File: src/design/icbd_pkg.sv
`timescale 1ns / 1ps
// shared types and codes of the ide card bus decoder
package icbd_pkg;

	// request kinds on the input stream
	typedef enum logic [2:0] {
		OP_CTRL_RD = 3'd0,
		OP_CTRL_WR = 3'd1,
		OP_MEM_RD  = 3'd2,
		OP_MEM_WR  = 3'd3,
		OP_IRQ     = 3'd4
	} op_t;

	// register area targets, address bits 6..5
	localparam logic [1:0] TGT_CLK_RAM = 2'd0;
	localparam logic [1:0] TGT_CLK_REG = 2'd1;
	localparam logic [1:0] TGT_DRV0    = 2'd2;
	localparam logic [1:0] TGT_DRV1    = 2'd3;

	// control bit numbers
	localparam logic [2:0] CB_SRAM_SEL = 3'd1;
	localparam logic [2:0] CB_PAGE_SW  = 3'd2;
	localparam logic [2:0] CB_PAGED    = 3'd3;
	localparam logic [2:0] CB_WPROT    = 3'd5;
	localparam logic [2:0] CB_RESET    = 3'd7;

	// configuration register index
	localparam logic REG_DIP = 1'b0;

	// source of the returned byte
	typedef enum logic [1:0] {
		RS_IMM  = 2'd0,
		RS_SRAM = 2'd1,
		RS_CLK  = 2'd2
	} rsel_t;

	// decoded request: result fields, memory commands, register updates
	typedef struct packed {
		rsel_t       rsel;
		logic [7:0]  rd_imm;
		logic        drv_acc;
		logic        drv_wr;
		logic        drv_grp;
		logic [2:0]  drv_reg;
		logic        drv_wide;
		logic [15:0] drv_wdat;
		logic        drv_rst;
		logic        sram_rd;
		logic        sram_wr;
		logic        sram_paged;
		logic        page_sw;
		logic        clk_rd;
		logic        clk_wr;
		logic        clk_reg;
		logic        cpage_we;
		logic        csel_we;
		logic        wlatch_we;
		logic        rlatch_we;
		logic [7:0]  rlatch_val;
		logic        ssel_we;
		logic        ctrl_we;
		logic [2:0]  ctrl_bit;
		logic        irq_we;
	} dec_t;

endpackage

File: src/design/icbd_decode.sv
`timescale 1ns / 1ps
// request decoder: address map, drive latches and control bits
module icbd_decode
	import icbd_pkg::*;
(
	input  op_t         op,
	input  logic [12:0] address,
	input  logic [7:0]  data_byte,
	input  logic        bit_value,
	input  logic [15:0] drive_word,
	input  logic [7:2]  ctrl,
	input  logic        sram_sel,
	input  logic        dip,
	input  logic        irq,
	input  logic [7:0]  read_latch,
	input  logic [7:0]  write_latch,
	input  logic [6:0]  clock_page,
	input  logic [5:0]  clock_select,
	output dec_t        dec
);

	logic       regs;
	logic [1:0] tgt;
	logic [2:0] cbit;

	always_comb begin
		regs = (address[12:8] == 5'd0) && (sram_sel == dip);
		tgt  = address[6:5];
		cbit = address[2:0];
		dec  = '0;
		dec.rsel = RS_IMM;
		dec.sram_paged = ctrl[CB_PAGED] || address[12];
		case (op)
			OP_CTRL_RD: begin
				dec.rd_imm = {ctrl, dip, ~irq};
			end
			OP_CTRL_WR: begin
				if (cbit == CB_SRAM_SEL) begin
					dec.ssel_we = 1'b1;
				end else if (cbit inside {[CB_PAGE_SW:CB_RESET]}) begin
					dec.ctrl_we  = 1'b1;
					dec.ctrl_bit = cbit;
					dec.drv_rst  = (cbit == CB_RESET) && bit_value;
				end
			end
			OP_MEM_RD: begin
				if (!regs) begin
					dec.sram_rd = 1'b1;
					dec.rsel    = RS_SRAM;
				end else begin
					case (tgt)
						TGT_CLK_RAM: begin
							if (address[7]) begin
								dec.rd_imm = {1'b0, clock_page};
							end else begin
								dec.clk_rd = 1'b1;
								dec.rsel   = RS_CLK;
							end
						end
						TGT_CLK_REG: begin
							if (address[4]) begin
								dec.rd_imm = {2'b00, clock_select};
							end else begin
								dec.clk_rd  = 1'b1;
								dec.clk_reg = 1'b1;
								dec.rsel    = RS_CLK;
							end
						end
						default: begin
							if (address[0]) begin
								// odd byte: low byte now, high byte kept for the even read
								dec.rlatch_we = 1'b1;
								if (!address[4]) begin
									dec.drv_acc    = 1'b1;
									dec.drv_grp    = address[5];
									dec.drv_reg    = address[3:1];
									dec.drv_wide   = !address[5] && (address[3:1] == 3'd0);
									dec.rd_imm     = drive_word[7:0];
									dec.rlatch_val = drive_word[15:8];
								end
							end else begin
								dec.rd_imm = read_latch;
							end
						end
					endcase
				end
			end
			OP_MEM_WR: begin
				dec.page_sw = ctrl[CB_PAGE_SW];
				if (!regs) begin
					dec.sram_wr = !ctrl[CB_WPROT];
				end else begin
					case (tgt)
						TGT_CLK_RAM: begin
							dec.cpage_we = address[7];
							dec.clk_wr   = !address[7];
						end
						TGT_CLK_REG: begin
							dec.csel_we = address[4];
							dec.clk_wr  = !address[4];
							dec.clk_reg = 1'b1;
						end
						default: begin
							if (address[0]) begin
								dec.wlatch_we = 1'b1;
							end else begin
								dec.drv_acc  = 1'b1;
								dec.drv_wr   = 1'b1;
								dec.drv_grp  = address[5];
								dec.drv_reg  = address[3:1];
								dec.drv_wide = !address[5] && (address[3:1] == 3'd0);
								dec.drv_wdat = {data_byte, write_latch};
							end
						end
					endcase
				end
			end
			OP_IRQ: begin
				dec.irq_we = 1'b1;
			end
			default: begin
			end
		endcase
	end

endmodule

File: config.mk
export PLATFORM = sky130hd
export DESIGN_NAME = icbd_decode
export DESIGN_NICKNAME = d
export VERILOG_FILES = /design/src/design/icbd_pkg.sv /design/src/design/icbd_decode.sv
export SDC_FILE = /design/constraint.sdc
export NUM_CORES = 1
export LEC_CHECK = 0
export BUFFER_PORTS_ARGS = -buffer_cell sky130_fd_sc_hd__buf_2
export CAP_MARGIN = 10
export CORE_MARGIN = 10
export CORE_UTILIZATION = 32
export DETAILED_ROUTE_END_ITERATION = 16
export GPL_ROUTABILITY_DRIVEN = 1
export PLACE_DENSITY_LB_ADDON = 0.08
export SYNTH_ARGS = -nofsm -noshare
export SYNTH_HDL_FRONTEND = slang
export SYNTH_SLANG_ARGS = --single-unit
File: constraint.sdc
create_clock -name vclk -period 4.75
set_input_delay 1.425 -clock vclk [all_inputs]
set_output_delay 1.425 -clock vclk [all_outputs]
set_load 0.01 [all_outputs]
==> flow_summary.ini <==
[sta]
min_period_over_period_pct = 93.2
worst_pin_slew_ps = 635
slew_headroom_pct = 57.6
rsz0062_at_grt = no
fmax_mhz = 226
finalHoldViolations = 0
final_max_slew_viol_count = 0
fin_crit_ps = 4430
worst_slack_ps = 322
setup_viol = 0
timing.setup.tns_ps = 0

[pwr]
switchingPower_w = 0.0000386
switching_share_pct = 46.7
p_clk_share_pct = 0
p_int_w = 0.0000439
power_frac_comb_pct = 100.0
max-vdd-ir-drop_mv = 0.0442
power_leakage_nw = 0.957
seq_power_share_pct = 0
power_density_mw_per_mm2 = 52.2

[final_layout]
post_layout_nonfiller_instances = 299
postLayoutCoreUtil_pct = 62.1
multi_input_area_um2 = 811
seq_area_um2 = 0
clkbuf_count = 0
syn2layout_area_growth_pct = 81.2
nFillCells = 274
antenna_cells = 0
layout.nets = 350
drive_gt1_share_pct = 62.5
nFlopsAndLatches = 0

[synth]
yosys.area.top_type_share_pct = 13.8
syn_area_um2 = 872
ys_types = 32
syn-mean-instance-area_um2 = 6.37
synth_cells = 137
syn_nets = 216
netlist.top_cell.by_area = and2_2
synthTopCellsByArea = and2_2 14%, and2_1 11%, a21oi_1 9.2%, nor2b_1 7.9%, a221o_1 6.9%
ys_seq_area_share_pct = 0
ys_warn_count = 0
synth_common_cells = 16 x a21oi_1, 16 x and2_2, 16 x nand2_1, 15 x and2_1, 11 x nor2b_1

[floorplanning]
coreArea_mm2 = 0.00254
io_pins = 138
start_util_pct = 34.3
fp.dieArea_mm2 = 0.00521
rows = 18
die_x_um = 72.2
die_y_um = 72.2

[critical_path]
cp_max_fo = 5
timing_worst_setup_path_type = input pin to output pin
critPathCaptureType = output pin
crit_slowest_cell = a2111oi_0
crit_chain = buf_2, nor4_4, and3b_2, nand2_1, a2111oi_0, buf_2
worst-path-buf-inv = 2
cp_slowest_stage_delay_ps = 520
crit_top_cell = buf_2
start_kind = input pin
worstPathArrival_ps = 3000
crit_family = simple AND/OR/NAND/NOR gates
required_ps = 3320

[detailed_routing]
wl_per_cell_um = 15.9
via_per_inst = 4.79
vias = 1431
dr.pass1.iters = 4
drtAntennaViolNets = 0
drt_iter0_drc = 52
drc = 0
routed_wl_um = 4750

[clock_tree]
cts-resized-gates = 0
post-cts-setup-buffer-count = 0
ctsHoldBuffers = 0

[run_status]
status = finished, final reports clean

[global_routing]
antenna_found_initial = 0
first_global_vias = 1450
grt_pass1_wl_um = 7200
grtUsageTotal_pct = 16.2
grt.overflow.total = 0
grt_max_degree = 18

[placement]
post-place-ws_ps = 367
io_buffers = 138
place_congestion = 0.810
dp_hpwl_um = 4210
dp_cells = 299

[job]
maxCapViolations = 0

[worst_hold_path]
hold_class = input pin to output pin
==> routing by layer <==
layer	track usage, %	vias up	share of wire, %
met1	18.5	611	41
met2	30.1	68	50
li1	-	750	-
met3	4.76	2	8.7
met5	0	-	0
met4	0.645	0	0.53
==> metrics by stage <==
step           instance area [µm²]  hold slack, ps  total power, W
6_report                      1580            3130       0.0000825
2_1_floorplan                  872            2900       0.0000362
3_3_place_gp                  1580            3130       0.0000816
4_1_cts                       1580            3130       0.0000828
5_1_grt                       1580            3130       0.0000917
3_5_place_dp                  1580            3130       0.0000825
==> final timing paths <==
check,slack [ps],start,end,cells after the start
setup / recovery,320,address[8],dec[20],6
hold / removal,3130,ctrl[5],dec[23],3
==> power by group through the flow <==
stage | Sequential (W) | Clock (W) | Combinational [W]
floorplan | 0 | 0 | 0.0000362
global route | 0 | 0 | 0.0000917
detailed placement | 0 | 0 | 0.0000825
finish | 0 | 0 | 0.0000825
CTS | 0 | 0 | 0.0000828
global placement | 0 | 0 | 0.0000816
==> area by class of cell <==
cell class	count	area share, %
multi-input cells	125	51.3
repair buffers	143	46.1
well taps	30	2.38
inverters	1	0.238
==> cell families (layout without fill, tap and decap cells) <==
kind of cell,count (synthesis),after routing,synth area share [%]
AO/OA/AOI/OAI,32,32,23.4
XOR/XNOR,1,1,1.00
buffers and inverters,12,144,7.03
multiplexers,1,1,1.15
AND/OR/NAND/NOR,91,91,67.4
==> layout by cell type, fill, tap and decap left out <==
master,n
nor2_1,7
nand2b_1,4
and3b_2,1
nor3b_2,2
nor4_4,1
a21oi_1,16
xnor2_1,1
and4b_1,1
buf_2,138
a32o_1,1
and3b_1,1
and3_1,1
nor2b_1,11
a2111oi_0,2
o21ai_0,6
and4_2,1
o22ai_1,1
inv_1,1
and2_1,15
and4_1,1
a221o_1,6
nor4_2,1
or2_2,3
nand2_1,16
buf_4,5
nand4b_1,2
mux2i_1,1
and2_2,16
nor3_1,3
nor3b_1,4
(Power assumes the default switching activity.)
